## src/sv/umrb_pkg.sv

```systemverilog
// shared types and constants for the unacked message retransmit buffer
// no dependencies

package umrb_pkg;

  localparam int unsigned SLOTS   = 16;
  localparam int unsigned SLOT_AW = (SLOTS > 1) ? $clog2(SLOTS) : 1;
  localparam int unsigned CNT_W   = $clog2(SLOTS + 1);

  localparam int unsigned ID_W   = 32;
  localparam int unsigned TIME_W = 64;
  localparam int unsigned BODY_W = 64;
  localparam int unsigned LIM_W  = 5;
  localparam int unsigned SRC_W  = 3;
  localparam int unsigned LIMC_W = (CNT_W > LIM_W) ? CNT_W : LIM_W;

  localparam logic [CNT_W-1:0]   SLOTS_C  = CNT_W'(SLOTS);
  localparam logic [SLOT_AW-1:0] LAST_IDX = SLOT_AW'(SLOTS - 1);
  localparam logic [LIM_W-1:0]   LIM_RST  = LIM_W'(16);

  localparam logic [SRC_W-1:0] SRC_CUR_SENT = 3'd0;
  localparam logic [SRC_W-1:0] SRC_RESENT   = 3'd1;
  localparam logic [SRC_W-1:0] SRC_ACK_CUR  = 3'd2;
  localparam logic [SRC_W-1:0] SRC_ACK_SLOT = 3'd3;
  localparam logic [SRC_W-1:0] SRC_ACK_NONE = 3'd4;

  typedef struct packed {
    logic [ID_W-1:0]   id;
    logic [TIME_W-1:0] tstamp;
    logic [BODY_W-1:0] body;
  } slot_t;

  localparam int unsigned SLOT_W = $bits(slot_t);

endpackage

```

## src/sv/umrb_ram.sv

```systemverilog
// simple dual port ram, one write and one registered read port
// no dependencies

module umrb_ram #(
  parameter int unsigned WIDTH = 8,
  parameter int unsigned DEPTH = 16,
  parameter int unsigned AW    = (DEPTH > 1) ? $clog2(DEPTH) : 1
) (
  input  logic             clk_i,
  input  logic             we_i,
  input  logic [AW-1:0]    waddr_i,
  input  logic [WIDTH-1:0] wdata_i,
  input  logic             re_i,
  input  logic [AW-1:0]    raddr_i,
  output logic [WIDTH-1:0] rdata_o
);

  logic [WIDTH-1:0] mem_q [DEPTH];

  always_ff @(posedge clk_i) begin
    if (we_i) begin
      mem_q[waddr_i] <= wdata_i;
    end
  end

  always_ff @(posedge clk_i) begin
    if (re_i) begin
      rdata_o <= mem_q[raddr_i];
    end
  end

endmodule

```

## src/sv/unacked_message_retransmit_buffer.sv

```systemverilog
// Retransmit buffer: holds the current outgoing message and a store of unacked
// messages in a slot ram, scanned one slot per cycle through its read port.
// A send word resends up to drain_limit slots (clamped to 1..16), after
// finding the oldest slot to evict when the store is full; an ack word needs
// no slot scan when it matches the current message and otherwise scans the
// slots. busy is high while either is under way. Results appear at most one
// per cycle on res_strobe_o and cannot be held off by the receiver.
// depends on umrb_pkg and umrb_ram

module unacked_message_retransmit_buffer (
  input  logic                          clk_i,
  input  logic                          rst_ni,
  input  logic                          cfg_we_i,
  input  logic [umrb_pkg::LIM_W-1:0]    cfg_wdata_i,
  input  logic                          start,
  output logic                          busy,
  input  logic                          kind_i,
  input  logic [umrb_pkg::ID_W-1:0]     msg_id_i,
  input  logic [umrb_pkg::TIME_W-1:0]   msg_time_i,
  input  logic [umrb_pkg::BODY_W-1:0]   payload_i,
  output logic                          res_strobe_o,
  output logic [umrb_pkg::ID_W-1:0]     out_id_o,
  output logic [umrb_pkg::TIME_W-1:0]   out_time_o,
  output logic [umrb_pkg::BODY_W-1:0]   out_payload_o,
  output logic [umrb_pkg::SRC_W-1:0]    source_o,
  output logic                          last_o
);

  import umrb_pkg::*;

  localparam logic [2:0] S_IDLE  = 3'd0;
  localparam logic [2:0] S_OLD   = 3'd1;
  localparam logic [2:0] S_DRAIN = 3'd2;
  localparam logic [2:0] S_ACK   = 3'd3;

  logic [2:0]         state_q;
  logic [LIM_W-1:0]   dl_q;
  logic [CNT_W-1:0]   lim_q;
  logic [CNT_W-1:0]   cnt_q;
  logic               pend_q;
  logic [SLOT_AW-1:0] pidx_q;
  logic [TIME_W-1:0]  best_q;
  logic [SLOT_AW-1:0] bidx_q;
  logic [SLOTS-1:0]   valid_q;
  logic [SLOTS-1:0]   written_q;

  logic               cur_valid_q;
  logic [ID_W-1:0]    cur_id_q;
  logic [TIME_W-1:0]  cur_time_q;
  logic [BODY_W-1:0]  cur_body_q;

  logic [ID_W-1:0]    in_id_q;
  logic [TIME_W-1:0]  in_time_q;
  logic [BODY_W-1:0]  in_body_q;

  logic               ram_we;
  logic [SLOT_AW-1:0] ram_waddr;
  slot_t              ram_wdata;
  logic               ram_re;
  logic [SLOT_AW-1:0] ram_raddr;
  logic [SLOT_W-1:0]  ram_rdata;
  slot_t              rd;

  logic               accept;
  logic               any_free;
  logic [SLOT_AW-1:0] free_idx;
  logic [LIMC_W-1:0]  lim_ext;
  logic [CNT_W-1:0]   lim_d;
  logic               hit;
  logic [ID_W-1:0]    rd_id;

  logic               em_valid;
  logic [ID_W-1:0]    em_id;
  logic [TIME_W-1:0]  em_time;
  logic [BODY_W-1:0]  em_body;
  logic [SRC_W-1:0]   em_src;
  logic               em_last;

  umrb_ram #(
    .WIDTH (SLOT_W),
    .DEPTH (SLOTS),
    .AW    (SLOT_AW)
  ) u_ram (
    .clk_i   (clk_i),
    .we_i    (ram_we),
    .waddr_i (ram_waddr),
    .wdata_i (ram_wdata),
    .re_i    (ram_re),
    .raddr_i (ram_raddr),
    .rdata_o (ram_rdata)
  );

  assign rd     = slot_t'(ram_rdata);
  assign busy   = (state_q != S_IDLE);
  assign accept = start && !busy;
  assign rd_id  = written_q[pidx_q] ? rd.id : '0;
  assign hit    = (rd_id == in_id_q);

  // first free slot, lowest index wins
  always_comb begin
    free_idx = '0;
    for (int i = SLOTS - 1; i >= 0; i--) begin
      if (!valid_q[i]) begin
        free_idx = SLOT_AW'(i);
      end
    end
  end
  assign any_free = ~&valid_q;

  always_comb begin
    lim_ext = LIMC_W'(dl_q);
    if (lim_ext == '0) begin
      lim_ext = LIMC_W'(1);
    end
    if (lim_ext > LIMC_W'(SLOTS)) begin
      lim_ext = LIMC_W'(SLOTS);
    end
    lim_d = CNT_W'(lim_ext);
  end

  always_comb begin
    ram_we    = 1'b0;
    ram_waddr = free_idx;
    ram_wdata = '{id: cur_id_q, tstamp: cur_time_q, body: cur_body_q};
    ram_re    = 1'b0;
    ram_raddr = cnt_q[SLOT_AW-1:0];
    case (state_q)
      S_IDLE: begin
        ram_we = accept && !kind_i && cur_valid_q && any_free;
      end
      S_OLD: begin
        ram_re    = (cnt_q < SLOTS_C);
        ram_we    = !pend_q && (cnt_q == SLOTS_C);
        ram_waddr = bidx_q;
      end
      S_ACK: begin
        ram_re = (cnt_q < SLOTS_C) && !(pend_q && hit);
      end
      S_DRAIN: begin
        ram_re    = (cnt_q < lim_q);
        ram_raddr = LAST_IDX - cnt_q[SLOT_AW-1:0];
      end
      default: begin
        ram_re = 1'b0;
      end
    endcase
  end

  always_comb begin
    em_valid = 1'b0;
    em_id    = in_id_q;
    em_time  = '0;
    em_body  = '0;
    em_src   = SRC_ACK_NONE;
    em_last  = 1'b1;
    case (state_q)
      S_IDLE: begin
        if (accept && kind_i && (cur_id_q == msg_id_i)) begin
          em_valid = 1'b1;
          em_id    = msg_id_i;
          em_src   = SRC_ACK_CUR;
        end
      end
      S_ACK: begin
        if (pend_q && hit) begin
          em_valid = 1'b1;
          em_src   = SRC_ACK_SLOT;
        end else if (!pend_q && (cnt_q == SLOTS_C)) begin
          em_valid = 1'b1;
          em_src   = SRC_ACK_NONE;
        end
      end
      S_DRAIN: begin
        if (pend_q && valid_q[pidx_q]) begin
          em_valid = 1'b1;
          em_id    = rd.id;
          em_time  = rd.tstamp;
          em_body  = rd.body;
          em_src   = SRC_RESENT;
          em_last  = 1'b0;
        end else if (!pend_q && (cnt_q == lim_q)) begin
          em_valid = 1'b1;
          em_time  = in_time_q;
          em_body  = in_body_q;
          em_src   = SRC_CUR_SENT;
        end
      end
      default: begin
        em_valid = 1'b0;
      end
    endcase
  end

  always_ff @(posedge clk_i or negedge rst_ni) begin
    if (!rst_ni) begin
      state_q       <= S_IDLE;
      dl_q          <= LIM_RST;
      lim_q         <= '0;
      cnt_q         <= '0;
      pend_q        <= 1'b0;
      pidx_q        <= '0;
      best_q        <= '0;
      bidx_q        <= '0;
      valid_q       <= '0;
      written_q     <= '0;
      cur_valid_q   <= 1'b0;
      cur_id_q      <= '0;
      cur_time_q    <= '0;
      cur_body_q    <= '0;
      in_id_q       <= '0;
      in_time_q     <= '0;
      in_body_q     <= '0;
      res_strobe_o  <= 1'b0;
      out_id_o      <= '0;
      out_time_o    <= '0;
      out_payload_o <= '0;
      source_o      <= '0;
      last_o        <= 1'b0;
    end else begin
      if (cfg_we_i) begin
        dl_q <= cfg_wdata_i;
      end

      // slot reads issue one per cycle, data checked in the cycle after the read
      if (ram_re) begin
        cnt_q  <= cnt_q + CNT_W'(1);
        pend_q <= 1'b1;
        pidx_q <= ram_raddr;
      end else begin
        pend_q <= 1'b0;
      end

      case (state_q)
        S_IDLE: begin
          if (accept) begin
            in_id_q   <= msg_id_i;
            in_time_q <= msg_time_i;
            in_body_q <= payload_i;
            cnt_q     <= '0;
            lim_q     <= lim_d;
            if (kind_i) begin
              if (cur_id_q == msg_id_i) begin
                cur_valid_q <= 1'b0;
              end else begin
                state_q <= S_ACK;
              end
            end else if (cur_valid_q && !any_free) begin
              state_q <= S_OLD;
            end else begin
              if (cur_valid_q) begin
                valid_q[free_idx]   <= 1'b1;
                written_q[free_idx] <= 1'b1;
              end
              state_q <= S_DRAIN;
            end
          end
        end
        S_OLD: begin
          if (pend_q && ((pidx_q == '0) || (rd.tstamp < best_q))) begin
            best_q <= rd.tstamp;
            bidx_q <= pidx_q;
          end
          if (ram_we) begin
            valid_q[bidx_q]   <= 1'b1;
            written_q[bidx_q] <= 1'b1;
            cnt_q             <= '0;
            state_q           <= S_DRAIN;
          end
        end
        S_ACK: begin
          if (pend_q && hit) begin
            valid_q[pidx_q] <= 1'b0;
            state_q         <= S_IDLE;
          end else if (!pend_q && (cnt_q == SLOTS_C)) begin
            state_q <= S_IDLE;
          end
        end
        S_DRAIN: begin
          if (!pend_q && (cnt_q == lim_q)) begin
            cur_valid_q <= 1'b1;
            cur_id_q    <= in_id_q;
            cur_time_q  <= in_time_q;
            cur_body_q  <= in_body_q;
            state_q     <= S_IDLE;
          end
        end
        default: begin
          state_q <= S_IDLE;
        end
      endcase

      res_strobe_o <= em_valid;
      if (em_valid) begin
        out_id_o      <= em_id;
        out_time_o    <= em_time;
        out_payload_o <= em_body;
        source_o      <= em_src;
        last_o        <= em_last;
      end
    end
  end

  // the final word of an item leaves the block idle
  a_last_idle: assert property (@(posedge clk_i) disable iff (!rst_ni)
    res_strobe_o && last_o |-> !busy)
    else $error("last word while busy");

  // no slot read left in flight once idle
  a_idle_no_pend: assert property (@(posedge clk_i) disable iff (!rst_ni)
    !busy |-> !pend_q)
    else $error("read pending while idle");

  // the resend pass never runs past its limit
  a_drain_bound: assert property (@(posedge clk_i) disable iff (!rst_ni)
    (state_q == S_DRAIN) |-> (cnt_q <= lim_q) && (lim_q <= SLOTS_C) && (lim_q != '0))
    else $error("resend pass out of range");

  // a non-final word keeps the block busy for the final one
  a_more_follows: assert property (@(posedge clk_i) disable iff (!rst_ni)
    res_strobe_o && !last_o |-> busy)
    else $error("resent word with nothing to follow");

endmodule

```

## config.mk

```make
export PLATFORM = sky130hd
export DESIGN_NAME = unacked_message_retransmit_buffer
export DESIGN_NICKNAME = d
export VERILOG_FILES = /design/src/sv/umrb_pkg.sv /design/src/sv/umrb_ram.sv /design/src/sv/unacked_message_retransmit_buffer.sv
export SDC_FILE = /design/constraint.sdc
export NUM_CORES = 2
export LEC_CHECK = 0
export ABC_AREA = 1
export BUFFER_PORTS_ARGS = -buffer_cell sky130_fd_sc_hd__buf_2
export CAP_MARGIN = 30
export CELL_PAD_IN_SITES_DETAIL_PLACEMENT = 1
export CELL_PAD_IN_SITES_GLOBAL_PLACEMENT = 2
export CORE_MARGIN = 2
export CORE_UTILIZATION = 45
export CTS_CLUSTER_DIAMETER = 120
export DETAILED_ROUTE_END_ITERATION = 16
export PLACE_DENSITY_LB_ADDON = 0.1
export SLEW_MARGIN = 0
export SYNTH_ARGS = -nofsm -noshare
export SYNTH_HDL_FRONTEND = slang
export SYNTH_HIERARCHICAL = 1
export SYNTH_SLANG_ARGS = --single-unit
```

## constraint.sdc

```tcl
create_clock -name clk_i -period 19.89 [get_ports clk_i]
set_input_delay 2.9835 -clock clk_i [delete_from_list [all_inputs] [get_ports clk_i]]
set_output_delay 2.9835 -clock clk_i [all_outputs]
set_load 0.1 [all_outputs]
```

==> run_results.csv <==
group,metric,value,unit
global_routing,grt_max_degree,211,
min_path,worstHoldPathCells,1,
placed_design,place_congestion,0.867,
yosys,synth_compound_area_frac,0.0199,
routing,ant_nets,0,
timing,setup_viol,0,
timing,min_period,7.70,ns
floorplanning,coreArea,0.311,mm^2
timing,hold_viol,0,
routing,avgViaCountPerCell,5.42,
yosys,synth_top_family_by_area,"simple AND/OR/NAND/NOR gates",
timing,finalCritPeriodShare,0.387,
finish,area_delta_synth_final,12.1,%
finish,drive_gt1_frac,0.0792,
critical_path,path_class,"flip-flop to flip-flop",
yosys,synth-edff-count,2720,
timing,grt_setup_unrepaired,"no",
run,cap_violations,0,
yosys,yosysSeqAreaShare,0.689,
clocking,clock_path_buffers,4,
critical_path,r2r-end,"u_ram/mem_q[13][150]",
finish,largest_reg_flops,2560,
timing,finClkSkew,0.0505,ns
global_routing,grt_usage,0.271,
timing,drv_slew,0,
floorplanning,rows,205,
floorplanning,ios,336,
clocking,cts_setup_buffers,0,
timing,finalSetupTns,0,ns
yosys,synthFlopType,"edfxtp_1",
placed_design,port_buffers,335,
min_path,min_path_type,"flip-flop to flip-flop",
timing,slew_headroom,0.162,
finish,top_regs,"u_ram/mem_q (2560), u_ram/rdata_o (160)",
clocking,cts_tree,"yes",
global_routing,grt_remaining_overflow,0,
yosys,synth.distinct_cells,45,
critical_path,cp-end-kind,"flip-flop",
floorplanning,die_h,563,um
floorplanning,die_w,563,um
finish,top_register,"u_ram/mem_q",
clocking,clkSinkCount,3328,
routing,wl,432000,um
routing,vias,97900,
routing,firstDrtPassIters,5,
min_path,worstHoldStart,"written_q[5]",
run_status,status,"completed",
floorplanning,initial_core_util,0.452,
floorplanning,dieArea,0.317,mm^2
yosys,synth_fa_ha_area_frac,0.00614,
finish,mostFrequentLayoutCells,"5235 x nand2_1, 2720 x edfxtp_1, 2029 x nand3_1",
timing,max_freq,0.130,GHz
placed_design,dp_hpwl,246000,um
finish,final_common_cell,"nand2_1",
critical_path,cp_data_arrival_time,8.22,ns
critical_path,r2r_start,"state_q[0]",
timing,tightest_slew,1.26,ns
yosys,synth_mux_area_frac,0.000160,
global_routing,grt_pass1_vias,103000,
critical_path,r2r_cells,12,
finish,fillers,33500,
clocking,path_clk_slew,0.06,ns
yosys,syn_area,0.141,mm^2
critical_path,r2r_slack,12.19,ns
clocking,insertion_delay,0.94,ns
clocking,cts_buffers,368,
yosys,async_flop_share,0.183,
global_routing,grt_pass1_wl,651000,um
yosys,synthXorXnorAreaFrac,0.00143,
min_path,min_to,"written_q[5]",
critical_path,critPathLaunchType,"flip-flop",
clocking,cts_root_buffer,"clkbuf_16",
yosys,synth-seq-cells,3328,
critical_path,crit_fanout,45,
routing,drt_iter0_markers,7830,
yosys,netlist_instances,13400,
yosys,avgSynthCellArea,10.5,um^2
critical_path,cp.required,20.41,ns
clocking,h-tree-depth,5,
yosys,yosys.area_share.simple,0.221,
clocking,post_cts_resize_count,0,
global_routing,antenna_found_initial,10,
yosys,synth_warnings,6,
routing,drc_errors,0,
finish,finalNetCount,13800,
clocking,hold_buffers,0,
routing,wl_per_cell,23.9,um
yosys,postSynthNetCount,13700,
==> cells by family (layout without fill, tap and decap cells) <==
kind of cell,after synthesis,after routing
DFF,3328,3328
adders and majority gates,69,69
buffers and inverters,2028,2519
xor gates and xnor gates,23,23
muxes,2,2
and+or+nand+nor,7522,7522
AOI/OAI and AO/OA,454,454
other,0,10
==> layout make-up <==
type	instances	area, um^2	area share
Sequential cell	3328	96900	0.615
Tap cell	4140	5180	0.0329
Inverter	1327	5040	0.0320
Clock inverter	154	1290	0.00816
Multi-Input combinational cell	8070	35200	0.223
Timing Repair Buffer	508	3510	0.0222
Antenna cell	10	25.0	0.000159
Clock buffer	530	10500	0.0668
==> through the flow <==
stage                     setup slack (ns)  cells  cell area [um^2]  utilization  hold WS [ns]
after CTS                            12.11  18100            157000        0.506         0.459
after global routing                 11.69  18100            158000        0.506         0.475
after floorplan                       8.22  13400            141000            -         0.418
after global placement               11.80  17400            145000        0.467         0.436
final                                12.19  18100            158000        0.506         0.459
after detailed placement             11.70  17400            146000        0.468         0.444
==> worst max-delay path by stage <==
| stage | startpoint | to | cells after the start |
|---|---|---|---|
| floorplan | start | u_ram/mem_q[12][0] | 7 |
| global placement | kind_i | u_ram/mem_q[13][143] | 11 |
| finish | state_q[0] | u_ram/mem_q[13][150] | 12 |
| CTS | state_q[0] | u_ram/mem_q[13][143] | 12 |
| global route | state_q[0] | u_ram/mem_q[13][143] | 12 |
| detailed placement | kind_i | u_ram/mem_q[13][138] | 11 |
==> layer usage <==
layer  GRT usage  vias to the layer above  wire, um
met5           0                        -        18
met4      0.0712                        4     11000
met3      0.0338                      578     19200
met2       0.459                     2222    211000
met1       0.369                    50400    191000
li1            -                    44700         -
==> synth_stat cells (12+ instances only) <==
master    count  area (um^2)
nand2_1    5237        19700
edfxtp_1   2720        81700
nand3_1    2029        10200
inv_1      1316         4940
dfrtp_1     607        15200
buf_2       282         1410
clkbuf_1    225          845
o21ai_0     192          961
nor2_1      135          507
a21boi_0    128          961
buf_6        82          923
ha_1         69          863
buf_1        59          221
buf_4        53          398
a21oi_1      52          260
nand4_1      37          231
or2_2        33          206
nor3_1       19         95.1
o221ai_1     19          166
xor2_1       18          158
a21o_1       16          120
nor4_1       14         87.6
o211ai_1     12         90.1
==> critical path: stages, from the launching register on <==
cell and delay [ns]:
dfrtp_1 1.01, inv_1 0.76, nor2_1 0.62, clkinv_1 0.41
buf_4 0.41, nand2_1 0.17, o21a_1 0.26, nand3_1 0.35
nor2_4 0.18, buf_4 0.59, buf_4 0.82, buf_4 0.80
buf_4 0.82
Power is left out: the tool's default activity adds up to more than one toggle a clock period on the data nets, which glitch-free logic cannot reach.
